### src/rtl/core/hsb_pkg.sv
// ----------------------------------------------------------------------------
// hsb_pkg
// Shared types and constants for the height source blend block.
// ----------------------------------------------------------------------------
package hsb_pkg;

  localparam int TILE_EDGE = 257;
  localparam int CNT_W     = $clog2(TILE_EDGE);
  localparam logic [CNT_W-1:0] EDGE_LAST = CNT_W'(TILE_EDGE - 1);

  localparam int H_W      = 16;
  localparam int COORD_W  = 32;
  localparam int WORLD_W  = COORD_W + 1;
  localparam int CFG_IDX_W = 4;

  // rounded division by 255: floor(x / 255) == (x * DIV_MUL) >> DIV_SHIFT for x < 2^24
  localparam int MAG_W     = 23;
  localparam int MUL_W     = 25;
  localparam logic [MUL_W-1:0] DIV_MUL = 25'd16843010;
  localparam int DIV_SHIFT = 32;
  localparam logic [MAG_W-1:0] DIV_RND = 23'd127;

  typedef enum logic [1:0] {
    MODE_REPLACE = 2'd0,
    MODE_ADD     = 2'd1,
    MODE_MIN     = 2'd2,
    MODE_MAX     = 2'd3
  } blend_mode_e;

  typedef enum logic [CFG_IDX_W-1:0] {
    REG_BLEND_MODE    = 4'd0,
    REG_STRENGTH      = 4'd1,
    REG_TILE_ORIGIN_X = 4'd2,
    REG_TILE_ORIGIN_Y = 4'd3,
    REG_REGION_MIN_X  = 4'd4,
    REG_REGION_MAX_X  = 4'd5,
    REG_REGION_MIN_Y  = 4'd6,
    REG_REGION_MAX_Y  = 4'd7
  } cfg_reg_e;

endpackage

### src/rtl/core/hsb_if.sv
// ----------------------------------------------------------------------------
// hsb_if
// Valid/ready channels of the height source blend block.
// ----------------------------------------------------------------------------
interface hsb_in_if;
  logic               valid;
  logic               ready;
  logic signed [15:0] current_height;
  logic signed [15:0] source_height;

  modport source (output valid, current_height, source_height, input ready);
  modport sink   (input valid, current_height, source_height, output ready);
endinterface

interface hsb_out_if;
  logic               valid;
  logic               ready;
  logic signed [15:0] composed_height;
  logic               in_region;
  logic               overflow;
  logic               last_sample;

  modport source (output valid, composed_height, in_region, overflow, last_sample,
                  input ready);
  modport sink   (input valid, composed_height, in_region, overflow, last_sample,
                  output ready);
endinterface

interface hsb_cfg_if;
  logic        valid;
  logic        ready;
  logic [3:0]  index;
  logic [31:0] data;

  modport source (output valid, index, data, input ready);
  modport sink   (input valid, index, data, output ready);
endinterface

### src/rtl/core/height_source_blend.sv
// ----------------------------------------------------------------------------
// height_source_blend
// Blends a source height into a raster-ordered tile inside a world rectangle.
// ----------------------------------------------------------------------------
//  channel  dir  payload                                          transaction
//  in_i     in   current_height, source_height                    one sample
//  out_o    out  composed_height, in_region, overflow, last_sample one result
//  cfg_i    in   index, data                                      register write
//
//  One sample per cycle sustained while out_o.ready is high; out_o.valid
//  rises after the input register, multiply, magnitude, divide-by-255
//  multiply and result register. Each stage holds its item only while the next
//  is full and stalled, so bubbles are squeezed out. Reset clears the tile
//  position and loads the register defaults. cfg_i is always ready.
// ----------------------------------------------------------------------------
module height_source_blend
  import hsb_pkg::*;
(
  input  logic        clk_i,
  input  logic        rst_ni,
  hsb_in_if.sink      in_i,
  hsb_out_if.source   out_o,
  hsb_cfg_if.sink     cfg_i
);

  // configuration
  logic [1:0]                mode_q;
  logic [7:0]                strength_q;
  logic signed [COORD_W-1:0] org_x_q, org_y_q;
  logic signed [COORD_W-1:0] min_x_q, max_x_q, min_y_q, max_y_q;

  assign cfg_i.ready = 1'b1;

  always_ff @(posedge clk_i or negedge rst_ni) begin
    if (!rst_ni) begin
      mode_q     <= MODE_REPLACE;
      strength_q <= 8'd255;
      org_x_q    <= '0;
      org_y_q    <= '0;
      min_x_q    <= '0;
      max_x_q    <= '0;
      min_y_q    <= '0;
      max_y_q    <= '0;
    end else if (cfg_i.valid) begin
      case (cfg_i.index)
        REG_BLEND_MODE:    mode_q     <= cfg_i.data[1:0];
        REG_STRENGTH:      strength_q <= cfg_i.data[7:0];
        REG_TILE_ORIGIN_X: org_x_q    <= cfg_i.data;
        REG_TILE_ORIGIN_Y: org_y_q    <= cfg_i.data;
        REG_REGION_MIN_X:  min_x_q    <= cfg_i.data;
        REG_REGION_MAX_X:  max_x_q    <= cfg_i.data;
        REG_REGION_MIN_Y:  min_y_q    <= cfg_i.data;
        REG_REGION_MAX_Y:  max_y_q    <= cfg_i.data;
        default: ;
      endcase
    end
  end

  // stage enables
  logic v1_q, v2_q, v3_q, v4_q, vo_q;
  logic en1, en2, en3, en4, eno;
  logic accept;

  assign eno = !vo_q || out_o.ready;
  assign en4 = !v4_q || eno;
  assign en3 = !v3_q || en4;
  assign en2 = !v2_q || en3;
  assign en1 = !v1_q || en2;
  assign in_i.ready = en1;
  assign accept = in_i.valid && en1;

  always_ff @(posedge clk_i or negedge rst_ni) begin
    if (!rst_ni) begin
      v1_q <= 1'b0;
      v2_q <= 1'b0;
      v3_q <= 1'b0;
      v4_q <= 1'b0;
      vo_q <= 1'b0;
    end else begin
      if (en1) v1_q <= in_i.valid;
      if (en2) v2_q <= v1_q;
      if (en3) v3_q <= v2_q;
      if (en4) v4_q <= v3_q;
      if (eno) vo_q <= v4_q;
    end
  end

  // tile position
  logic [CNT_W-1:0] col_q, row_q, col_d, row_d;

  always_comb begin
    col_d = col_q;
    row_d = row_q;
    if (accept) begin
      if (col_q >= EDGE_LAST) begin
        col_d = '0;
        row_d = (row_q >= EDGE_LAST) ? '0 : row_q + 1'b1;
      end else begin
        col_d = col_q + 1'b1;
      end
    end
  end

  always_ff @(posedge clk_i or negedge rst_ni) begin
    if (!rst_ni) begin
      col_q <= '0;
      row_q <= '0;
    end else begin
      col_q <= col_d;
      row_q <= row_d;
    end
  end

  logic signed [WORLD_W-1:0] gx, gy;
  logic in_rect, last;

  assign gx = $signed({org_x_q[COORD_W-1], org_x_q})
            + $signed({{(WORLD_W-CNT_W){1'b0}}, col_q});
  assign gy = $signed({org_y_q[COORD_W-1], org_y_q})
            + $signed({{(WORLD_W-CNT_W){1'b0}}, row_q});
  assign in_rect = (gx >= $signed({min_x_q[COORD_W-1], min_x_q}))
                && (gx <= $signed({max_x_q[COORD_W-1], max_x_q}))
                && (gy >= $signed({min_y_q[COORD_W-1], min_y_q}))
                && (gy <= $signed({max_y_q[COORD_W-1], max_y_q}));
  assign last = (col_q == EDGE_LAST) && (row_q == EDGE_LAST);

  // stage 1: input register
  logic signed [H_W-1:0] cur1_q, src1_q;
  logic                  in1_q, last1_q;

  // stage 2: products
  logic signed [H_W:0]   diff;
  logic signed [8:0]     s9;
  logic signed [25:0]    mprod;
  logic signed [24:0]    hprod;
  logic signed [24:0]    m2_q, h2_q;
  logic signed [H_W-1:0] cur2_q;
  logic                  in2_q, last2_q;

  assign diff  = $signed({src1_q[H_W-1], src1_q}) - $signed({cur1_q[H_W-1], cur1_q});
  assign s9    = $signed({1'b0, strength_q});
  assign mprod = diff * s9;
  assign hprod = src1_q * s9;

  // stage 3: magnitudes with rounding bias
  logic signed [25:0]    mix;
  logic [25:0]           mix_abs;
  logic [24:0]           h_abs;
  logic [MAG_W-1:0]      xa3_q, xb3_q;
  logic                  sa3_q, sb3_q;
  logic signed [H_W-1:0] cur3_q;
  logic                  in3_q, last3_q;

  assign mix = ($signed({{2{cur2_q[H_W-1]}}, cur2_q, 8'd0})
             -  $signed({{10{cur2_q[H_W-1]}}, cur2_q}))
             +  $signed({m2_q[24], m2_q});
  assign mix_abs = mix[25] ? 26'(-mix) : 26'(mix);
  assign h_abs   = h2_q[24] ? 25'(-h2_q) : 25'(h2_q);

  // stage 4: divide by 255
  logic [MAG_W+MUL_W-1:0] qa_prod, qb_prod;
  logic [H_W-1:0]         qa_mag, qb_mag;
  logic signed [H_W:0]    qa4_q, qb4_q;
  logic signed [H_W-1:0]  cur4_q;
  logic                   in4_q, last4_q;

  assign qa_prod = xa3_q * DIV_MUL;
  assign qb_prod = xb3_q * DIV_MUL;
  assign qa_mag  = qa_prod[DIV_SHIFT +: H_W];
  assign qb_mag  = qb_prod[DIV_SHIFT +: H_W];

  // output stage: mode and range check
  logic signed [H_W+1:0] cur_x, qa_x, qb_x, blend_v;
  logic                  ovf;

  assign cur_x = $signed({{2{cur4_q[H_W-1]}}, cur4_q});
  assign qa_x  = $signed({qa4_q[H_W], qa4_q});
  assign qb_x  = $signed({qb4_q[H_W], qb4_q});

  always_comb begin
    case (blend_mode_e'(mode_q))
      MODE_REPLACE: blend_v = qa_x;
      MODE_ADD:     blend_v = cur_x + qb_x;
      MODE_MIN:     blend_v = (cur_x < qb_x) ? cur_x : qb_x;
      MODE_MAX:     blend_v = (cur_x > qb_x) ? cur_x : qb_x;
      default:      blend_v = cur_x;
    endcase
  end

  assign ovf = in4_q && !(blend_v[H_W+1:H_W-1] inside {3'b000, 3'b111});

  logic signed [H_W-1:0] res_q;
  logic                  inr_q, ovf_q, lasto_q;

  always_ff @(posedge clk_i) begin
    if (accept) begin
      cur1_q  <= in_i.current_height;
      src1_q  <= in_i.source_height;
      in1_q   <= in_rect;
      last1_q <= last;
    end
    if (en2 && v1_q) begin
      m2_q    <= mprod[24:0];
      h2_q    <= hprod;
      cur2_q  <= cur1_q;
      in2_q   <= in1_q;
      last2_q <= last1_q;
    end
    if (en3 && v2_q) begin
      xa3_q   <= mix_abs[MAG_W-1:0] + DIV_RND;
      xb3_q   <= h_abs[MAG_W-1:0] + DIV_RND;
      sa3_q   <= mix[25];
      sb3_q   <= h2_q[24];
      cur3_q  <= cur2_q;
      in3_q   <= in2_q;
      last3_q <= last2_q;
    end
    if (en4 && v3_q) begin
      qa4_q   <= sa3_q ? -$signed({1'b0, qa_mag}) : $signed({1'b0, qa_mag});
      qb4_q   <= sb3_q ? -$signed({1'b0, qb_mag}) : $signed({1'b0, qb_mag});
      cur4_q  <= cur3_q;
      in4_q   <= in3_q;
      last4_q <= last3_q;
    end
    if (eno && v4_q) begin
      res_q   <= (in4_q && !ovf) ? blend_v[H_W-1:0] : cur4_q;
      inr_q   <= in4_q;
      ovf_q   <= ovf;
      lasto_q <= last4_q;
    end
  end

  assign out_o.valid           = vo_q;
  assign out_o.composed_height = res_q;
  assign out_o.in_region       = inr_q;
  assign out_o.overflow        = ovf_q;
  assign out_o.last_sample     = lasto_q;

  // checks
  a_ovf_in_region: assert property (@(posedge clk_i) disable iff (!rst_ni)
    vo_q && ovf_q |-> inr_q)
    else $error("overflow flagged outside region");

  a_tile_wrap: assert property (@(posedge clk_i) disable iff (!rst_ni)
    accept && col_q == EDGE_LAST && row_q == EDGE_LAST |=> col_q == '0 && row_q == '0)
    else $error("tile position did not wrap");

  a_col_range: assert property (@(posedge clk_i) disable iff (!rst_ni)
    col_q <= EDGE_LAST && row_q <= EDGE_LAST)
    else $error("tile position out of range");

  a_out_hold: assert property (@(posedge clk_i) disable iff (!rst_ni)
    vo_q && !out_o.ready |=> vo_q && $stable(res_q))
    else $error("stalled result lost");

  a_no_accept_full: assert property (@(posedge clk_i) disable iff (!rst_ni)
    v1_q && v2_q && v3_q && v4_q && vo_q && !out_o.ready |-> !in_i.ready)
    else $error("accepted while pipeline full and stalled");

endmodule
### src/flat_wrapper.sv
// flat-port wrapper written by rule: the top's interface ports become plain ports
module height_source_blend_flat import hsb_pkg::*;
  (clk_i, rst_ni, in_i_valid, in_i_current_height, in_i_source_height, in_i_ready, out_o_valid, out_o_composed_height, out_o_in_region, out_o_overflow, out_o_last_sample, out_o_ready, cfg_i_valid, cfg_i_index, cfg_i_data, cfg_i_ready);
  hsb_in_if in_i_i ();
  hsb_out_if out_o_i ();
  hsb_cfg_if cfg_i_i ();
  input  logic clk_i;
  input  logic rst_ni;
  input wire logic [$bits(in_i_i.valid)-1:0] in_i_valid;
  input wire logic [$bits(in_i_i.current_height)-1:0] in_i_current_height;
  input wire logic [$bits(in_i_i.source_height)-1:0] in_i_source_height;
  output wire logic [$bits(in_i_i.ready)-1:0] in_i_ready;
  output wire logic [$bits(out_o_i.valid)-1:0] out_o_valid;
  output wire logic [$bits(out_o_i.composed_height)-1:0] out_o_composed_height;
  output wire logic [$bits(out_o_i.in_region)-1:0] out_o_in_region;
  output wire logic [$bits(out_o_i.overflow)-1:0] out_o_overflow;
  output wire logic [$bits(out_o_i.last_sample)-1:0] out_o_last_sample;
  input wire logic [$bits(out_o_i.ready)-1:0] out_o_ready;
  input wire logic [$bits(cfg_i_i.valid)-1:0] cfg_i_valid;
  input wire logic [$bits(cfg_i_i.index)-1:0] cfg_i_index;
  input wire logic [$bits(cfg_i_i.data)-1:0] cfg_i_data;
  output wire logic [$bits(cfg_i_i.ready)-1:0] cfg_i_ready;
  assign in_i_i.valid = in_i_valid;
  assign in_i_i.current_height = in_i_current_height;
  assign in_i_i.source_height = in_i_source_height;
  assign in_i_ready = in_i_i.ready;
  assign out_o_valid = out_o_i.valid;
  assign out_o_composed_height = out_o_i.composed_height;
  assign out_o_in_region = out_o_i.in_region;
  assign out_o_overflow = out_o_i.overflow;
  assign out_o_last_sample = out_o_i.last_sample;
  assign out_o_i.ready = out_o_ready;
  assign cfg_i_i.valid = cfg_i_valid;
  assign cfg_i_i.index = cfg_i_index;
  assign cfg_i_i.data = cfg_i_data;
  assign cfg_i_ready = cfg_i_i.ready;
  height_source_blend u_core (.clk_i(clk_i), .rst_ni(rst_ni), .in_i(in_i_i), .out_o(out_o_i), .cfg_i(cfg_i_i));
endmodule
### config.mk
export PLATFORM = sky130hd
export DESIGN_NAME = height_source_blend_flat
export DESIGN_NICKNAME = d
export VERILOG_FILES = /design/src/rtl/core/hsb_pkg.sv /design/src/rtl/core/hsb_if.sv /design/src/rtl/core/height_source_blend.sv /design/src/flat_wrapper.sv
export SDC_FILE = /design/constraint.sdc
export NUM_CORES = 2
export LEC_CHECK = 0
export ABC_AREA = 1
export BUFFER_PORTS_ARGS = -buffer_cell sky130_fd_sc_hd__buf_2
export CAP_MARGIN = 30
export CORE_ASPECT_RATIO = 1.4
export CORE_UTILIZATION = 61
export DETAILED_ROUTE_END_ITERATION = 10
export PLACE_DENSITY = 0.82
export SLEW_MARGIN = 10
export SYNTH_ARGS = -nofsm -noshare
export SYNTH_HDL_FRONTEND = slang
export SYNTH_SLANG_ARGS = --single-unit
export TNS_END_PERCENT = 30
### constraint.sdc
create_clock -name clk_i -period 20.5 [get_ports clk_i]
set_clock_uncertainty 0.1 [all_clocks]
set_input_delay 1.025 -clock clk_i [delete_from_list [all_inputs] [get_ports clk_i]]
set_output_delay 1.025 -clock clk_i [all_outputs]
set_load 0.02 [all_outputs]
======== Word-level counts from Yosys, hierarchy flattened ========
Cells that the tools add are included.
word-level totals
  register bits ........................... 464
  input bits .............................. 73
  output and inout port bits .............. 22
  logic and storage cells ................. 127
cells by class
  reductions and logical operators ........ 36
  add/subtract/negate cells ............... 14
  mux-type cells .......................... 10
  $mul .................................... 4
  equal/unequal tests ..................... 13
  order comparisons ....................... 8
operator list
  operator                  number
  $mul A23 B24 Y47 const B  2
  $pmux W18 S4              1
  $add A32 B10 Y33          2
  $ge A33 B32 Y1            2
  $le A33 B32 Y1            2
  $mux W16                  3
  $add A23 B7 Y23 const B   2
  $mux W23                  2
  $neg A23 Y23              2
  $mux W18                  2
  $neg A16 Y17              2
  $add A25 B25 Y26          1
  $mul A16 B9 Y25           1
  $mul A17 B9 Y25           1
  $sub A24 B16 Y25          1
  $add A16 B17 Y18          1
  $add A9 B1 Y9 const B     2
  $eq A9 B9 Y1 const B      2
  $ge A9 B9 Y1 const B      2
  $mux W9                   2
  $reduce_and A2 Y1         9
  $gt A16 B17 Y1            1
  $lt A16 B17 Y1            1
  $sub A16 B16 Y17          1
  other kinds (13)          38

======== Logic depth before layout (Yosys ltp) ========
  depth in word-level cells ............... 10
  gate-level depth with buffers ........... 32

======== Worst setup path after synthesis ========
Ideal clock, no wire load.
  path kind ............................... register to register
  from .................................... register u_core.src1_q[0]
  to ...................................... register u_core.m2_q[22], data pin
  data arrival time ....................... 6.108 ns
  stages on the path, launching flop included .. 31
  period minus slack after synthesis ...... 6.473 ns
  path slack .............................. 14.027 ns
  library setup time ...................... 0.265 ns
  buffers on the path ..................... 1
  cell sequence ........................... edfxtp_1 -> clkbuf_1 -> inv_1 -> ha_1 -> fa_1 -> inv_1 -> a31oi_1 -> or2_2 -> nand2_1 -> a21oi_1 -> or2_2 -> nand2_1 -> inv_1 -> nand2_1 -> fa_1 -> inv_1 -> fa_1 -> inv_1 -> fa_1 -> fa_1 -> inv_1 -> ha_1 -> a21oi_1 -> o21ai_0 -> a31oi_1 -> inv_1 -> a21oi_1 -> o221ai_1 -> a21boi_0 -> o21ai_0 -> xor2_1
on the way
  longest elaborated chain between the ends .. 2
RTL lines
  item                    RTL line                    text
  from (decl)             height_source_blend.sv:128  logic signed [H_W-1:0] cur1_q, src1_q;
  from (signal assigned)  height_source_blend.sv:198  src1_q <= in_i.source_height;
  $sub A16 B16 Y17        height_source_blend.sv:140  assign diff = $signed({src1_q[H_W-1], src1_q}) - $signed({cur1_q[H_W-1], cur1_q});
  $mul A17 B9 Y25         height_source_blend.sv:142  assign mprod = diff * s9;
  net u_core.mprod[22]    height_source_blend.sv:134  logic signed [25:0] mprod;
  to (signal assigned)    height_source_blend.sv:203  m2_q <= mprod[24:0];
  to (decl)               height_source_blend.sv:136  logic signed [24:0] m2_q, h2_q;
The timed path passes the listed nets, and every way through them passes these cells.
A chain may end at the register's enable or synchronous reset.

======== Worst setup path in the final report ========
  from .................................... register u_core.src1_q[0]
  to ...................................... register u_core.m2_q[23], data pin
The elaborated chain is that of the path after synthesis.

==> results.md <==
* Cell family with most CP delay: adder cells
* Syn. warnings at 0
* R2r setup slk at 13.10 ns
* CTS Buf Count at 49
* Largest net degree at the start of global routing at 79
* DRT iter0 DRCs at 2449
* Row count at 117
* Slew Limit Fails at 0
* Status: finished, final reports clean
* First-pass GRT wire length at 188 mm
* Register area share after synthesis at 28.2%
* Hold/Removal Path Class: input port to async pin
* GRT Util Overall at 31.5%
* Port Buf Inserts at 93
* Reg clk slew, reported paths at 0.06 ns
* IO Pins at 95
* Max Cap Viol at 0
* Worst EP required at 20.74 ns
* Final Hold Fails at 0
* Syn-to-layout area delta at 7.09%
* CTS tree: yes
* Post-CTS Setup Bufs at 0
* Core area at 73000 µm²
* RSZ-0062 raised after global routing: false
* Slew at the pin closest to its max-slew limit at 0.944 ns
* Period minus WS final at 7.40 ns
* Slew HR at 36.9%
* CP endpoint kind: flop
* Top post-synthesis cells by area: ha_1 16%, edfxtp_1 16%, dfrtp_1 12%, fa_1 11%, nand2_1 10%
* Area of the die at 75400 µm²
* CTS max path bufs at 3
* Syn Std Cell Area at 45300 µm²
* DRC at 0
* Synth area leader: ha_1
* First drt pass iteration count at 6
* Worst-skew pair later-pin latency at 0.65 ns
* Die W at 232 µm
* Initial core utilization at 62.0%
* DR vias at 37860
* Worst path bufs/invs at 6
* Setup Viol. Count Final at 0
* Leading cell type in the layout, fill and taps excluded: nand2_1
* Sink Count at 463
* Yosys top cell area share at 16.2%
* Post-Place Cells at 6676
* EDFF count, synth at 238
* Post-Syn Nets at 6640
* # hold bufs at CTS at 0
* Layout cells sized above 1 at 5.29%
* Startpoint Class: flop
* NumNets Final at 6695
* DRT antenna net count at 0
* WL/cell at 17.3 µm
* Synthesized flop and latch total at 463
* Max stage delay on crit path at 0.54 ns
* Achievable Freq at 0.135 GHz
* Final Cycle Share at 36.1%
* Drt total wl at 117 mm
* Vias in the first global route at 38127
* Crit-path max FO at 9
* Reg-to-Reg Start: u_core.src1_q[0]
* Final WS setup at 13.10 ns
* Total gr overflow at 0
* Vias per std cell at 5.59
* Crit path DAT at 7.64 ns
* WS Path Type: flop to flop
* Synth Instances at 5722
* Worst-case reg-to-reg path depth at 30
* Syn Area/Cell at 7.92 µm²
* Setup WS pre-CTS at 13.21 ns
* DPL Wire Length at 94.4 mm
* Post-synth ARST share at 48.6%
* Dpl cell area at 46700 µm²
* DIE HEIGHT at 324 µm
* GP Congestion at 0.987
* Synth unique cells at 61
* Final Non-Filler Cells at 6772
* Post_cts resized at 0
* Initial antenna violation count at 4
* H-tree levels at 2
* Top_reg_cell synth: edfxtp_1
* Reg-to-reg critical path endpoint: u_core.m2_q[23]
* Most frequent cells in the layout: 1223 x nand2_1, 1212 x inv_1, 588 x ha_1, 372 x nor2_1, 367 x o21ai_0
* Slowest CP cell: fa_1
* Setup TNS at 0 ns
* Root buffer cell: clkbuf_16
* Final Cell Area at 48500 µm²
==> worst max path at each step <==
stage / from / to / slack [ns] / cells past startpoint
CTS: u_core.src1_q[0] / u_core.m2_q[23] / 13.20 / 30
finish: u_core.src1_q[0] / u_core.m2_q[23] / 13.10 / 30
floorplan: u_core.src1_q[0] / u_core.m2_q[22] / 14.03 / 30
global route: u_core.src1_q[0] / u_core.m2_q[23] / 12.59 / 30
global placement: u_core.src1_q[0] / u_core.m2_q[21] / 13.48 / 30
detailed placement: u_core.src1_q[0] / u_core.m2_q[23] / 13.21 / 30
==> metrics by stage <==
step	hold WS [ns]	utilization, %
CTS	0.225	66.3
detailed placement	0.307	63.9
global route	0.275	66.4
finish	0.206	66.4
global placement	0.305	63.9
floorplan	0.300	-
==> kinds of logic (layout without fill, tap and decap cells) <==
| group | after synthesis | count (layout) | share of synthesized area [%] |
|---|---|---|---|
| buffers and inverters | 1334 | 1430 | 11.1 |
| AND/OR/NAND/NOR | 2094 | 2094 | 19.7 |
| flip-flops | 463 | 463 | 28.2 |
| adder cells (fa/ha/maj) | 845 | 845 | 27.6 |
| XOR/XNOR | 206 | 206 | 4.06 |
| AO/OA/AOI/OAI | 779 | 779 | 9.31 |
| other | 1 | 3 | 0.00828 |
==> per-layer routing <==
metal / vias to the layer above / track usage (%) / wire length, µm
met5: - / 0 / 27
met4: 4 / 20.4 / 8370
met3: 427 / 4.04 / 5820
met2: 1187 / 57.0 / 60300
met1: 17910 / 34.2 / 42600
li1: 18332 / - / -
==> flip-flops by register name, summed over array words and instances (netlist names), 24 cells and up <==
signal and cells:
u_core.h2_q 24, u_core.m2_q 25, u_core.max_x_q 32, u_core.max_y_q 32
u_core.min_x_q 32, u_core.min_y_q 32, u_core.org_x_q 32, u_core.org_y_q 32
==> cell type report <==
type                       count  area (µm²)
multi-input combinational   3925       27500
fill                        5928       24500
sequential                   463       12800
inverter                    1227        4610
clock buffer                  63        1330
tap                          952        1190
timing repair buffer         111         663
clock inverter                29         424
antenna                        2        5.00
==> synthesized netlist by cell type (all sizes together) (14+ instances only) <==
cell,count
nand2,1254
inv,1225
ha,588
nor2,394
o21ai,374
a21oi,274
fa,257
edfxtp,238
dfrtp,217
nand3,213
xor2,130
nand4,102
clkbuf,98
xnor2,76
nor3,62
a31oi,30
o21bai,22
a21o,20
nor4,19
or2,18
nand3b,17
a21boi,14
Power is not shown: default switching activity piles up to over one toggle a cycle in this logic, so the estimate is an artifact.
